`config.mk`:
```
export PLATFORM = sky130hd
export DESIGN_NAME = multi_motor_encoder_position_pid
export DESIGN_NICKNAME = d
export VERILOG_FILES = /design/src/rtl/core/mmepid_pkg.sv /design/src/rtl/core/mmepid_ram.sv /design/src/rtl/core/multi_motor_encoder_position_pid.sv
export SDC_FILE = /design/constraint.sdc
export NUM_CORES = 2
export LEC_CHECK = 0
export ABC_AREA = 1
export BUFFER_PORTS_ARGS = -buffer_cell sky130_fd_sc_hd__buf_2
export CELL_PAD_IN_SITES_DETAIL_PLACEMENT = 0
export CELL_PAD_IN_SITES_GLOBAL_PLACEMENT = 1
export CORE_AREA = 2 2 324 566
export CTS_BUF_LIST = sky130_fd_sc_hd__clkbuf_2
export DETAILED_ROUTE_END_ITERATION = 10
export DIE_AREA = 0 0 326 568
export PLACE_DENSITY = 0.7
export SLEW_MARGIN = 10
export SYNTH_ARGS = -nofsm -noshare
export SYNTH_HDL_FRONTEND = slang
export SYNTH_SLANG_ARGS = --single-unit
```
`constraint.sdc`:
```
create_clock -name clk -period 19 [get_ports clk]
set_input_delay 2.85 -clock clk [delete_from_list [all_inputs] [get_ports clk]]
set_output_delay 2.85 -clock clk [all_outputs]
set_load 0.01 [all_outputs]
```
`src/rtl/core/mmepid_pkg.sv`:
```
// Shared types and constants for the multi-motor encoder position PID block.
// Holds register indexes, reset values, the per-motor state word and the sequencer codes.
// No dependencies; imported by the top level.

package mmepid_pkg;

	// Default number of motor channels.
	localparam int MOTOR_COUNT_DEF = 5;

	// Field widths of the stream items.
	localparam int MOTOR_W = 3;
	localparam int COUNT_W = 16;
	localparam int CMD_W   = 24;
	localparam int TOTAL_W = 32;

	// Configuration register indexes.
	localparam logic [2:0] REG_GAIN_P       = 3'd0;
	localparam logic [2:0] REG_GAIN_I       = 3'd1;
	localparam logic [2:0] REG_GAIN_D       = 3'd2;
	localparam logic [2:0] REG_MAX_INTEGRAL = 3'd3;
	localparam logic [2:0] REG_MAX_OUTPUT   = 3'd4;
	localparam logic [2:0] REG_COUNT_SCALE  = 3'd5;

	// Register values after reset.
	localparam logic [15:0] GAIN_P_RST       = 16'd2500;
	localparam logic [15:0] GAIN_I_RST       = 16'd50;
	localparam logic [15:0] GAIN_D_RST       = 16'd10000;
	localparam logic [23:0] MAX_INTEGRAL_RST = 24'd1000000;
	localparam logic [15:0] MAX_OUTPUT_RST   = 16'd65535;
	localparam logic [15:0] COUNT_SCALE_RST  = 16'd7253;

	// Per-motor state word kept in the state memory.
	typedef struct packed {
		logic [15:0] prev_count;
		logic [15:0] revolutions;
		logic [24:0] integral;
		logic [33:0] last_error;
	} mmepid_state_t;

	localparam int STATE_W = $bits(mmepid_state_t);

	// Sequencer states, one-hot.
	typedef enum logic [6:0] {
		ST_IDLE = 7'b0000001,
		ST_RD   = 7'b0000010,
		ST_ERR  = 7'b0000100,
		ST_MI   = 7'b0001000,
		ST_MP   = 7'b0010000,
		ST_MD   = 7'b0100000,
		ST_OUT  = 7'b1000000
	} mmepid_fsm_t;

endpackage

```
`src/rtl/core/mmepid_ram.sv`:
```
// Generic single-port-write, single-port-read RAM with a registered read.
// Width and depth are parameters; no dependencies.

module mmepid_ram #(
	parameter int WIDTH = 8,
	parameter int DEPTH = 4,
	parameter int AW    = (DEPTH > 1) ? $clog2(DEPTH) : 1
) (
	input  logic             clk,
	input  logic             we,
	input  logic [AW-1:0]    waddr,
	input  logic [WIDTH-1:0] wdata,
	input  logic [AW-1:0]    raddr,
	output logic [WIDTH-1:0] rdata
);

	logic [WIDTH-1:0] mem_q [DEPTH];

	// Write port.
	always_ff @(posedge clk) begin
		if (we) begin
			mem_q[waddr] <= wdata;
		end
	end

	// Registered read port.
	always_ff @(posedge clk) begin
		rdata <= mem_q[raddr];
	end

endmodule

```
`src/rtl/core/multi_motor_encoder_position_pid.sv`:
```
// Top level of the multi-motor encoder position PID controller.
// Depends on mmepid_pkg and the generic state memory mmepid_ram.

// Each input item names a motor, its raw 16-bit encoder count and a position command in
// micrometers; each item yields exactly one result with direction, duty, a saturation flag
// and the unwrapped position. Items are processed one at a time: an item for a valid motor
// passes through the sequencer steps in order to the result register (the state memory read
// completes at the accepting edge, the RD, ERR, MI and MP steps drive the single shared
// 35x17 multiplier, the MD step adds the last product, the OUT step clamps and writes back);
// an item naming a motor at or above MOTOR_COUNT goes straight to the OUT step. The input
// is ready again right after the result is registered, even while that result waits to be
// taken; the last step stalls only while a previous result is still held. Per-motor state
// lives in a small memory whose entries read as zero until first written after reset, so
// no clearing pass is needed. Configuration writes are always taken.

module multi_motor_encoder_position_pid
	import mmepid_pkg::*;
#(
	parameter int MOTOR_COUNT = MOTOR_COUNT_DEF
) (
	input  logic        clk,
	input  logic        arst_n,
	// Input stream; s_tdata: motor[2:0], encoder_count[18:3], position_cmd[42:19], zeros above.
	input  logic        s_tvalid,
	output logic        s_tready,
	input  logic [47:0] s_tdata,
	// Result stream; m_tdata: motor_out[2:0], direction[3], duty[19:4], saturated[20],
	// position_total[52:21], zeros above.
	output logic        m_tvalid,
	input  logic        m_tready,
	output logic [55:0] m_tdata,
	// Configuration write channel.
	input  logic        cfg_valid,
	output logic        cfg_ready,
	input  logic [2:0]  cfg_index,
	input  logic [23:0] cfg_data
);

	localparam int AW = (MOTOR_COUNT > 1) ? $clog2(MOTOR_COUNT) : 1;

	// Configuration registers.
	logic [15:0] gain_p_q;
	logic [15:0] gain_i_q;
	logic [15:0] gain_d_q;
	logic [23:0] max_integral_q;
	logic [15:0] max_output_q;
	logic [15:0] count_scale_q;

	// Sequencer and item registers.
	mmepid_fsm_t              state_q;
	logic [MOTOR_W-1:0]       motor_q;
	logic [COUNT_W-1:0]       raw_q;
	logic signed [CMD_W-1:0]  cmd_q;
	logic                     motor_ok_q;
	logic [AW-1:0]            addr_q;
	logic [MOTOR_COUNT-1:0]   valid_q;

	// Working registers.
	logic [15:0]              rev_q;
	logic signed [TOTAL_W-1:0] total_q;
	logic signed [24:0]       integ_q;
	logic signed [33:0]       lerr_q;
	logic signed [33:0]       error_q;
	logic signed [51:0]       mul_q;
	logic signed [52:0]       acc_q;

	// Output register.
	logic        m_tvalid_q;
	logic [55:0] m_tdata_q;

	// State memory signals.
	logic                 ram_we;
	logic [STATE_W-1:0]   ram_rdata;
	mmepid_state_t        ram_wword;
	mmepid_state_t        rd_word;

	logic                 s_fire;
	logic                 out_free;
	logic                 s_motor_ok;
	logic [MOTOR_W-1:0]   s_motor;

	// Unwrap and multiplier signals.
	logic signed [16:0]   cnt_diff;
	logic [15:0]          rev_next;
	logic signed [34:0]   mul_a;
	logic signed [16:0]   mul_b;
	logic signed [51:0]   mul_p;

	// Clamp signals.
	logic signed [52:0]   maxo_pos;
	logic signed [52:0]   maxo_neg;
	logic                 sat_hi;
	logic                 sat_lo;
	logic                 sat;
	logic                 out_pos;
	logic signed [52:0]   acc_abs;
	logic [15:0]          duty;
	logic signed [34:0]   integ_sum;
	logic signed [34:0]   integ_pre;
	logic signed [34:0]   maxi_pos;
	logic signed [34:0]   maxi_neg;
	logic signed [34:0]   integ_cl;

	assign s_fire     = s_tvalid && s_tready;
	assign s_tready   = (state_q == ST_IDLE);
	assign out_free   = !m_tvalid_q || m_tready;
	assign cfg_ready  = 1'b1;
	assign m_tvalid   = m_tvalid_q;
	assign m_tdata    = m_tdata_q;
	assign s_motor    = s_tdata[2:0];
	assign s_motor_ok = ({29'd0, s_motor} < 32'(MOTOR_COUNT));

	// Configuration register writes.
	always_ff @(posedge clk or negedge arst_n) begin
		if (!arst_n) begin
			gain_p_q       <= GAIN_P_RST;
			gain_i_q       <= GAIN_I_RST;
			gain_d_q       <= GAIN_D_RST;
			max_integral_q <= MAX_INTEGRAL_RST;
			max_output_q   <= MAX_OUTPUT_RST;
			count_scale_q  <= COUNT_SCALE_RST;
		end else if (cfg_valid) begin
			unique case (cfg_index)
				REG_GAIN_P:       gain_p_q       <= cfg_data[15:0];
				REG_GAIN_I:       gain_i_q       <= cfg_data[15:0];
				REG_GAIN_D:       gain_d_q       <= cfg_data[15:0];
				REG_MAX_INTEGRAL: max_integral_q <= cfg_data;
				REG_MAX_OUTPUT:   max_output_q   <= cfg_data[15:0];
				REG_COUNT_SCALE:  count_scale_q  <= cfg_data[15:0];
				default: ;
			endcase
		end
	end

	// Per-motor state memory, read on acceptance and written back in the last step.
	mmepid_ram #(
		.WIDTH (STATE_W),
		.DEPTH (MOTOR_COUNT),
		.AW    (AW)
	) u_state_ram (
		.clk   (clk),
		.we    (ram_we),
		.waddr (addr_q),
		.wdata (ram_wword),
		.raddr (AW'(s_motor)),
		.rdata (ram_rdata)
	);

	// An entry never written since reset reads as all zeros.
	assign rd_word = valid_q[addr_q] ? mmepid_state_t'(ram_rdata) : '0;

	// Encoder unwrap: a jump of at least half the count range is a wrap.
	assign cnt_diff = $signed({1'b0, raw_q}) - $signed({1'b0, rd_word.prev_count});
	always_comb begin
		rev_next = rd_word.revolutions;
		if (cnt_diff > 17'sd32767) begin
			rev_next = rd_word.revolutions - 16'd1;
		end else if (cnt_diff < -17'sd32767) begin
			rev_next = rd_word.revolutions + 16'd1;
		end
	end

	// Operand selection for the shared multiplier.
	always_comb begin
		mul_a = '0;
		mul_b = '0;
		if (state_q == ST_RD) begin
			mul_a = {{11{cmd_q[23]}}, cmd_q};
			mul_b = $signed({1'b0, count_scale_q});
		end else if (state_q == ST_ERR) begin
			mul_a = {{10{integ_q[24]}}, integ_q};
			mul_b = $signed({1'b0, gain_i_q});
		end else if (state_q == ST_MI) begin
			mul_a = {error_q[33], error_q};
			mul_b = $signed({1'b0, gain_p_q});
		end else if (state_q == ST_MP) begin
			mul_a = {error_q[33], error_q} - {lerr_q[33], lerr_q};
			mul_b = $signed({1'b0, gain_d_q});
		end
	end
	assign mul_p = mul_a * mul_b;

	// Output clamp and saturation.
	assign maxo_pos = $signed({37'd0, max_output_q});
	assign maxo_neg = -maxo_pos;
	assign sat_hi   = acc_q > maxo_pos;
	assign sat_lo   = acc_q < maxo_neg;
	assign sat      = sat_hi || sat_lo;
	assign out_pos  = (acc_q > 53'sd0) && !(sat && (max_output_q == 16'd0));
	assign acc_abs  = acc_q[52] ? -acc_q : acc_q;
	assign duty     = sat ? max_output_q : acc_abs[15:0];

	// Integral update with reset on saturation and symmetric clamp.
	assign integ_sum = {error_q[33], error_q} + {{10{integ_q[24]}}, integ_q};
	assign integ_pre = sat ? 35'sd0 : integ_sum;
	assign maxi_pos  = $signed({11'd0, max_integral_q});
	assign maxi_neg  = -maxi_pos;
	always_comb begin
		integ_cl = integ_pre;
		if (integ_pre > maxi_pos) begin
			integ_cl = maxi_pos;
		end else if (integ_pre < maxi_neg) begin
			integ_cl = maxi_neg;
		end
	end

	// Write-back word.
	assign ram_we                = (state_q == ST_OUT) && out_free && motor_ok_q;
	assign ram_wword.prev_count  = raw_q;
	assign ram_wword.revolutions = rev_q;
	assign ram_wword.integral    = integ_cl[24:0];
	assign ram_wword.last_error  = error_q;

	// Sequencer.
	always_ff @(posedge clk or negedge arst_n) begin
		if (!arst_n) begin
			state_q <= ST_IDLE;
			valid_q <= '0;
		end else begin
			unique case (state_q)
				ST_IDLE: begin
					if (s_fire) begin
						state_q <= s_motor_ok ? ST_RD : ST_OUT;
					end
				end
				ST_RD:  state_q <= ST_ERR;
				ST_ERR: state_q <= ST_MI;
				ST_MI:  state_q <= ST_MP;
				ST_MP:  state_q <= ST_MD;
				ST_MD:  state_q <= ST_OUT;
				ST_OUT: begin
					if (out_free) begin
						state_q <= ST_IDLE;
						if (motor_ok_q) begin
							valid_q[addr_q] <= 1'b1;
						end
					end
				end
				default: state_q <= ST_IDLE;
			endcase
		end
	end

	// Item capture and datapath.
	always_ff @(posedge clk) begin
		if (s_fire) begin
			motor_q    <= s_motor;
			raw_q      <= s_tdata[18:3];
			cmd_q      <= s_tdata[42:19];
			motor_ok_q <= s_motor_ok;
			addr_q     <= AW'(s_motor);
		end
		if (state_q == ST_RD) begin
			rev_q   <= rev_next;
			total_q <= {rev_next, raw_q};
			integ_q <= rd_word.integral;
			lerr_q  <= rd_word.last_error;
			mul_q   <= mul_p;
		end
		if (state_q == ST_ERR) begin
			// Setpoint is the floor of cmd * scale / 65536.
			error_q <= {{10{mul_q[39]}}, mul_q[39:16]} + {{2{total_q[31]}}, total_q};
			mul_q   <= mul_p;
		end
		if (state_q == ST_MI) begin
			acc_q <= {mul_q[51], mul_q};
			mul_q <= mul_p;
		end
		if (state_q == ST_MP) begin
			acc_q <= acc_q + {mul_q[51], mul_q};
			mul_q <= mul_p;
		end
		if (state_q == ST_MD) begin
			acc_q <= acc_q + {mul_q[51], mul_q};
		end
	end

	// Result register.
	always_ff @(posedge clk or negedge arst_n) begin
		if (!arst_n) begin
			m_tvalid_q <= 1'b0;
		end else if ((state_q == ST_OUT) && out_free) begin
			m_tvalid_q <= 1'b1;
		end else if (m_tready) begin
			m_tvalid_q <= 1'b0;
		end
	end

	always_ff @(posedge clk) begin
		if ((state_q == ST_OUT) && out_free) begin
			if (motor_ok_q) begin
				m_tdata_q <= {3'd0, total_q, sat, duty, !out_pos, motor_q};
			end else begin
				m_tdata_q <= {3'd0, 32'd0, 1'b0, 16'd0, 1'b1, motor_q};
			end
		end
	end

endmodule
```
# --- Word level (Yosys, flattened, before mapping) ---
# Memory sizes are Yosys's and may differ from the RTL's. A register that Yosys moved wholly into a read port is not among the register bits.
# Index checks and enable logic that the tools add are counted.
totals:
  ff_bits: 462
  inputBits: 80
  mem_bits_rw: 455
  wordCells: 118
  n_memories: 1
classes:
  n_mux: 35
  n_eq_ne: 14
  order_cmp: 10
  n_reduce_logical: 24
  mul: 1
  bitwise_logic: 1
  n_addsub: 10
mem_list:
  columns: ["name", "depth", "width", "read_ports", "rd_ports_with_merged_regs", "write_ports", "line_no", "source"]
  rows:
  - ["u_state_ram.mem_q", 5, 91, 1, 1, 1, "mmepid_ram.sv:17", "logic [WIDTH-1:0] mem_q [DEPTH];"]
op_table:
  columns: ["operator", "n"]
  rows:
  - ["52-bit 2-to-1 mux", 4]
  - ["35-bit 2-to-1 mux", 5]
  - ["53-bit 2-to-1 mux", 3]
  - ["16-bit 2-to-1 mux", 8]
  - ["91-bit 2-to-1 mux", 1]
  - ["53-bit adder", 1]
  - ["53-bit by 1-bit > comparator with 1-bit output (second input constant)", 1]
  - ["53-bit by 17-bit > comparator with 1-bit output", 1]
  - ["53-bit < comparator", 1]
  - ["16-bit negator with 53-bit output", 1]
  - ["35-bit by 17-bit multiplier with 52-bit output", 1]
  - ["25-bit 2-to-1 mux", 2]
  - ["7-bit case mux with 7 select lines", 1]
  - ["35-bit by 25-bit > comparator with 1-bit output", 1]
  - ["35-bit < comparator", 1]
  - ["24-bit negator with 35-bit output", 1]
  - ["33-bit by 34-bit subtractor with 35-bit output", 1]
  - ["33-bit by 25-bit adder with 34-bit output", 1]
  - ["24-bit by 32-bit adder with 33-bit output", 1]
  - ["7-bit 2-to-1 mux", 3]
  - ["17-bit by 16-bit > comparator with 1-bit output (second input constant)", 1]
  - ["17-bit by 16-bit < comparator with 1-bit output (second input constant)", 1]
  - ["16-bit by 16-bit subtractor with 17-bit output", 1]
  - ["16-bit by 1-bit adder with 16-bit output (second input constant)", 1]
  - ["other kinds (31)", 52]

# --- Longest topological paths before layout ---
depth:
  ltp_word: 10
  mapped_depth: 47

# --- Cells and area by module ---
# Synthesis repeated with hierarchy kept, for this count alone.
unflattened:
  hier_cells: 8721
  hier_area_um2: 74214.9
by_module_without_submodules:
  columns: ["mod", "cells_per_inst", "area_per_inst_um2", "n_inst", "seq_area_each_um2"]
  rows:
  - ["multi_motor_encoder_position_pid", 6809, 53202.3, 1, 12772.2]
  - ["mmepid_ram", 1912, 21012.7, 1, 15484.9]

# --- Least setup slack after synthesis ---
# Ideal clock, no wire load.
synth_path:
  kind: "input to register"
  startpoint: "input m_tready"
  endpoint: "register valid_q[3]"
  required_time_ps: 18881
  path_slack_ps: 3814
  stages: 5
  path_buffers: 0
  arrival_time_ps: 15067
  setup_ps: 119
  cell_sequence: "nor2_1 nor2_1 nand2_1 nor4_1 or2_2"
synth_via:
  elab_chain_len: 2
synth_rtl:
  columns: ["item", "line_no", "source"]
  rows:
  - ["from (decl)", "multi_motor_encoder_position_pid.sv:30", "input logic m_tready,"]
  - ["1-bit logical OR", "multi_motor_encoder_position_pid.sv:106", "assign out_free = !m_tvalid_q || m_tready;"]
  - ["3-bit AND reduction (no line)", null, null]
  - ["to (signal assigned)", "multi_motor_encoder_position_pid.sv:218", "valid_q <= '0;"]
  - ["to (signal, indexed assignment)", "multi_motor_encoder_position_pid.sv:235", "valid_q[addr_q] <= 1'b1;"]
  - ["to (decl)", "multi_motor_encoder_position_pid.sv:56", "logic [MOTOR_COUNT-1:0] valid_q;"]
# No other way between the ends.
# A chain may end at the register's enable or synchronous reset.

# --- Worst setup path after layout ---
layout_path:
  startpoint: "register state_q[1]"
  endpoint: "register mul_q[47] (data pin)"
layout_via:
  elab_chain_len: 10
layout_rtl:
  columns: ["item", "line_no", "source"]
  rows:
  - ["from (decl)", "multi_motor_encoder_position_pid.sv:50", "mmepid_fsm_t state_q;"]
  - ["from (signal assigned)", "multi_motor_encoder_position_pid.sv:223", "state_q <= s_motor_ok ? ST_RD : ST_OUT;"]
  - ["7-bit by 5-bit equality test with 1-bit output", "multi_motor_encoder_position_pid.sv:176", "end else if (state_q == ST_MP) begin"]
  - ["35-bit 2-to-1 mux or 16-bit 2-to-1 mux (tied branches)", "multi_motor_encoder_position_pid.sv:176", null]
  - ["35-bit 2-to-1 mux or 16-bit 2-to-1 mux (tied branches)", "multi_motor_encoder_position_pid.sv:173", "end else if (state_q == ST_MI) begin"]
  - ["35-bit 2-to-1 mux or 16-bit 2-to-1 mux (tied branches)", "multi_motor_encoder_position_pid.sv:170", "end else if (state_q == ST_ERR) begin"]
  - ["35-bit 2-to-1 mux or 16-bit 2-to-1 mux (tied branches)", "multi_motor_encoder_position_pid.sv:167", "if (state_q == ST_RD) begin"]
  - ["35-bit by 17-bit multiplier with 52-bit output *", "multi_motor_encoder_position_pid.sv:181", "assign mul_p = mul_a * mul_b;"]
  - ["net mul_p[47]", "multi_motor_encoder_position_pid.sv:87", "logic signed [51:0] mul_p;"]
  - ["52-bit 2-to-1 mux", "multi_motor_encoder_position_pid.sv:253", "if (state_q == ST_RD) begin"]
  - ["52-bit 2-to-1 mux", "multi_motor_encoder_position_pid.sv:260", "if (state_q == ST_ERR) begin"]
  - ["52-bit 2-to-1 mux", "multi_motor_encoder_position_pid.sv:265", "if (state_q == ST_MI) begin"]
  - ["52-bit 2-to-1 mux *", "multi_motor_encoder_position_pid.sv:269", "if (state_q == ST_MP) begin"]
  - ["to (signal assigned)", "multi_motor_encoder_position_pid.sv:263", "mul_q <= mul_p;"]
  - ["to (signal assigned)", "multi_motor_encoder_position_pid.sv:267", "mul_q <= mul_p;"]
  - ["to (signal assigned)", "multi_motor_encoder_position_pid.sv:271", "mul_q <= mul_p;"]
  - ["to (decl)", "multi_motor_encoder_position_pid.sv:64", "logic signed [51:0] mul_q;"]
# Mark *: on every way through the listed nets, which the timed path passes. The rest lies on a longest branch. The select of a mux whose other input is x is not followed.

==> results by group <==
Setup path
  – Critical Path AT: 11.66 ns
  – Reg2Reg Setup Slack: 8.61 ns
  – Reg2Reg Capture Point: mul_q[47]
  – Startpoint types: register
  – FF-to-FF path depth: 29
  – Crit path from: state_q[1]
  – CP dominant cell by count: fa_1
  – CP Class: reg -> reg
  – Endpoint class of the critical path: register
  – Crit-path max FO: 26
  – CP max-delay cell: inv_1
  – FF-to-FF Start: state_q[1]
  – CP required: 20.27 ns
  – Peak per-stage delay on the critical path: 1.06 ns
  – CP endpoint: mul_q[47]

Placed design
  – HPWL Detailed: 190700 µm
  – Cells after DPL: 10420
  – Final Wtd Congestion: 0.9531
  – DP Area: 74870 µm²
  – Number of I/O port buffers: 129

Finish
  – Share of cells above drive strength 1: 8.913%
  – Sequential cell area: 28060 µm²
  – Area of the multi-input gates: 37590 µm²
  – Most frequent cells in the layout: nand2_1, inv_1, nor2_1
  – Area Overhead vs Synth: 7.650%
  – Fillers: 18160
  – Fin area: 77170 µm²
  – Commonest non-fill, non-tap cell in the layout: nand2_1
  – Non-filler cells, final: 10858
  – Final net count: 9287

Clock tree
  – Hold_buf cts: 0
  – CTS clk-pin slew, worst paths: 0.12 ns
  – Clk_lat worst skew: 1.67 ns
  – CTS tree: yes
  – H-tree Lvls: 4
  – CTS sink count: 982
  – Post-CTS Setup Inserts: 0
  – CTS Buffer Depth: 4
  – PostCTS Resize Cnt: 0
  – TritonCTS Buffers: 236
  – Clock root buffer: clkbuf_2

Floorplanning
  – I/O pin count: 139
  – Die H: 568 µm
  – Num rows: 207
  – Die Span X: 326 µm
  – Starting Density: 39.60%
  – Die footprint: 185200 µm²
  – Core box area: 181000 µm²

Drt
  – Routed Antenna Nets: 0
  – # DRC: 0
  – Routed WL: 251800 µm
  – First drt pass iteration count: 6
  – Via density: 5.304
  – WL/cell: 23.19 µm
  – Vias: 57593
  – Initial DRC Count: 3878

STA
  – Final setup viols: 0
  – Fmax: 96.24 MHz
  – Final hold vios: 0
  – Min Clock Period, post-route: 10.39 ns
  – Final slew viol count: 0
  – Worst Clk Skew: 0.3555 ns
  – Worst-Margin Slew: 1.272 ns
  – Min Hold Slack: 0.3240 ns
  – Part of the cycle the worst path needs: 54.69%
  – Slew HR: 14.85%
  – Final setup TNS: 0 ns
  – RSZ-0062 raised after global routing: false

Synth
  – Synth area leaders: edfxtp_1, fa_1, ha_1
  – Largest area contributor in the netlist: edfxtp_1
  – Synthesized cell area: 71690 µm²
  – Ys Warns: 0
  – Syn_area_per_cell: 8.875 µm²
  – Cells after Synth: 8078
  – Yosys reg bits: 982
  – Yosys top cell area share: 32.46%
  – Primary FF master, synth: edfxtp_1
  – Number of synthesized flops with an enable pin: 775
  – Seq/Total Area, Yosys: 39.14%
  – Asr flop ratio synth: 11.91%
  – Synth cell types: 70

Pwr
  – Max IR drop VDD: 0.04859 mV
  – Power per standard cell area: 81.98 nW/µm²
  – Static leakage: 34.56 nW

Global routing
  – Initial antenna violation count: 13
  – First-pass GRT wire length: 372200 µm
  – Largest net degree at the start of global routing: 96
  – Vias in the first global route: 59977
  – Aggregate global routing overflow: 0
  – GRT Overall Usage: 27.15%

Worst hold path
  – Depth of the worst hold-timing path: 2
  – Hold/Removal Path Class: reg -> reg

Flow run
  – Maxcap violations: 0

Run status
  – Status: finished, final reports clean
## routing by layer
metal	GRT usage, %	vias to the layer above	wire length (µm)
met4	20.95	6	22480
met1	27.84	28176	87010
li1	-	26799	-
met5	0	-	46
met3	3.350	762	11730
met2	49.80	1850	130500
## final cells by class
type / instances / share of cell area [%]
multi-input combinational: 5512 / 48.70
sequential: 982 / 36.36
inverter: 1324 / 6.456
tap: 2403 / 3.896
clock buffer: 333 / 2.160
timing repair buffer: 199 / 1.602
clock inverter: 98 / 0.8058
antenna: 7 / 0.02270
## critical path: cells and delay by family (launching register included)
family	cells	cell delay [ns]
AO/OA/AOI/OAI	3	0.43
AND/OR/NAND/NOR	11	2.66
adder cells (fa/ha/maj)	7	4.10
XOR/XNOR	1	0.14
flip-flops	1	0.41
buffers and inverters	7	2.32
## cells in the mapped netlist (all sizes together) (44+ instances only)
cell,count
buf,118
ha,422
clkbuf,144
fa,530
inv,1316
nand2,1319
dfrtp,73
edfxtp,775
a31oi,132
xor2,129
nor2,1164
nor3,71
xnor2,72
nand4,61
nand3,449
a21oi,349
o21ai,562
dfxtp,90
dfstp,44
## worst min path at each step
stage	from	end	slack (ns)
2_1_floorplan	addr_q[2]	m_tdata[2]	0.42
3_3_place_gp	valid_q[0]	valid_q[0]	0.45
3_5_place_dp	valid_q[4]	valid_q[4]	0.46
4_1_cts	u_state_ram.rdata[56]	integ_q[22]	0.34
5_1_grt	u_state_ram.rdata[56]	integ_q[22]	0.37
6_report	u_state_ram.rdata[56]	integ_q[22]	0.32
## flip-flops by register name, indices dropped and copies added, names as in the netlist, 24 cells and up
name and cells:
mul_q 52, max_integral_q 24, m_tdata 53, integ_q 25, lerr_q 33, acc_q 53, error_q 33, cmd_q 24
u_state_ram.rdata 90, u_state_ram.mem_q 450
## cells by family after synthesis
kind of cell | Yosys count | share of synthesized area, %
other | 2 | 0.01048
DFF | 982 | 39.14
buffers and inverters | 1586 | 8.541
adders and majority gates | 952 | 22.17
AOI/OAI and AO/OA | 1205 | 9.327
and+or+nand+nor | 3150 | 18.36
xor gates and xnor gates | 201 | 2.456
## stage by stage
stage	util, %	total power, W	setup WS [ns]
after floorplan	-	0.004026	3.814
after global placement	41.35	0.004837	8.696
after detailed placement	41.35	0.004855	8.565
after CTS	42.62	0.006376	8.550
after global routing	42.62	0.006678	8.106
final	42.63	0.006327	8.609
## power breakdown
part	leakage [nW]	switching, W	total [W]	internal [W]
clock	1.70	0.000911	0.00150	0.000590
sequential	9.23	0.000183	0.00275	0.00257
combinational	23.6	0.00150	0.00207	0.000575
total	34.6	0.00259	0.00633	0.00374
Power figures use the tool's default switching activity.
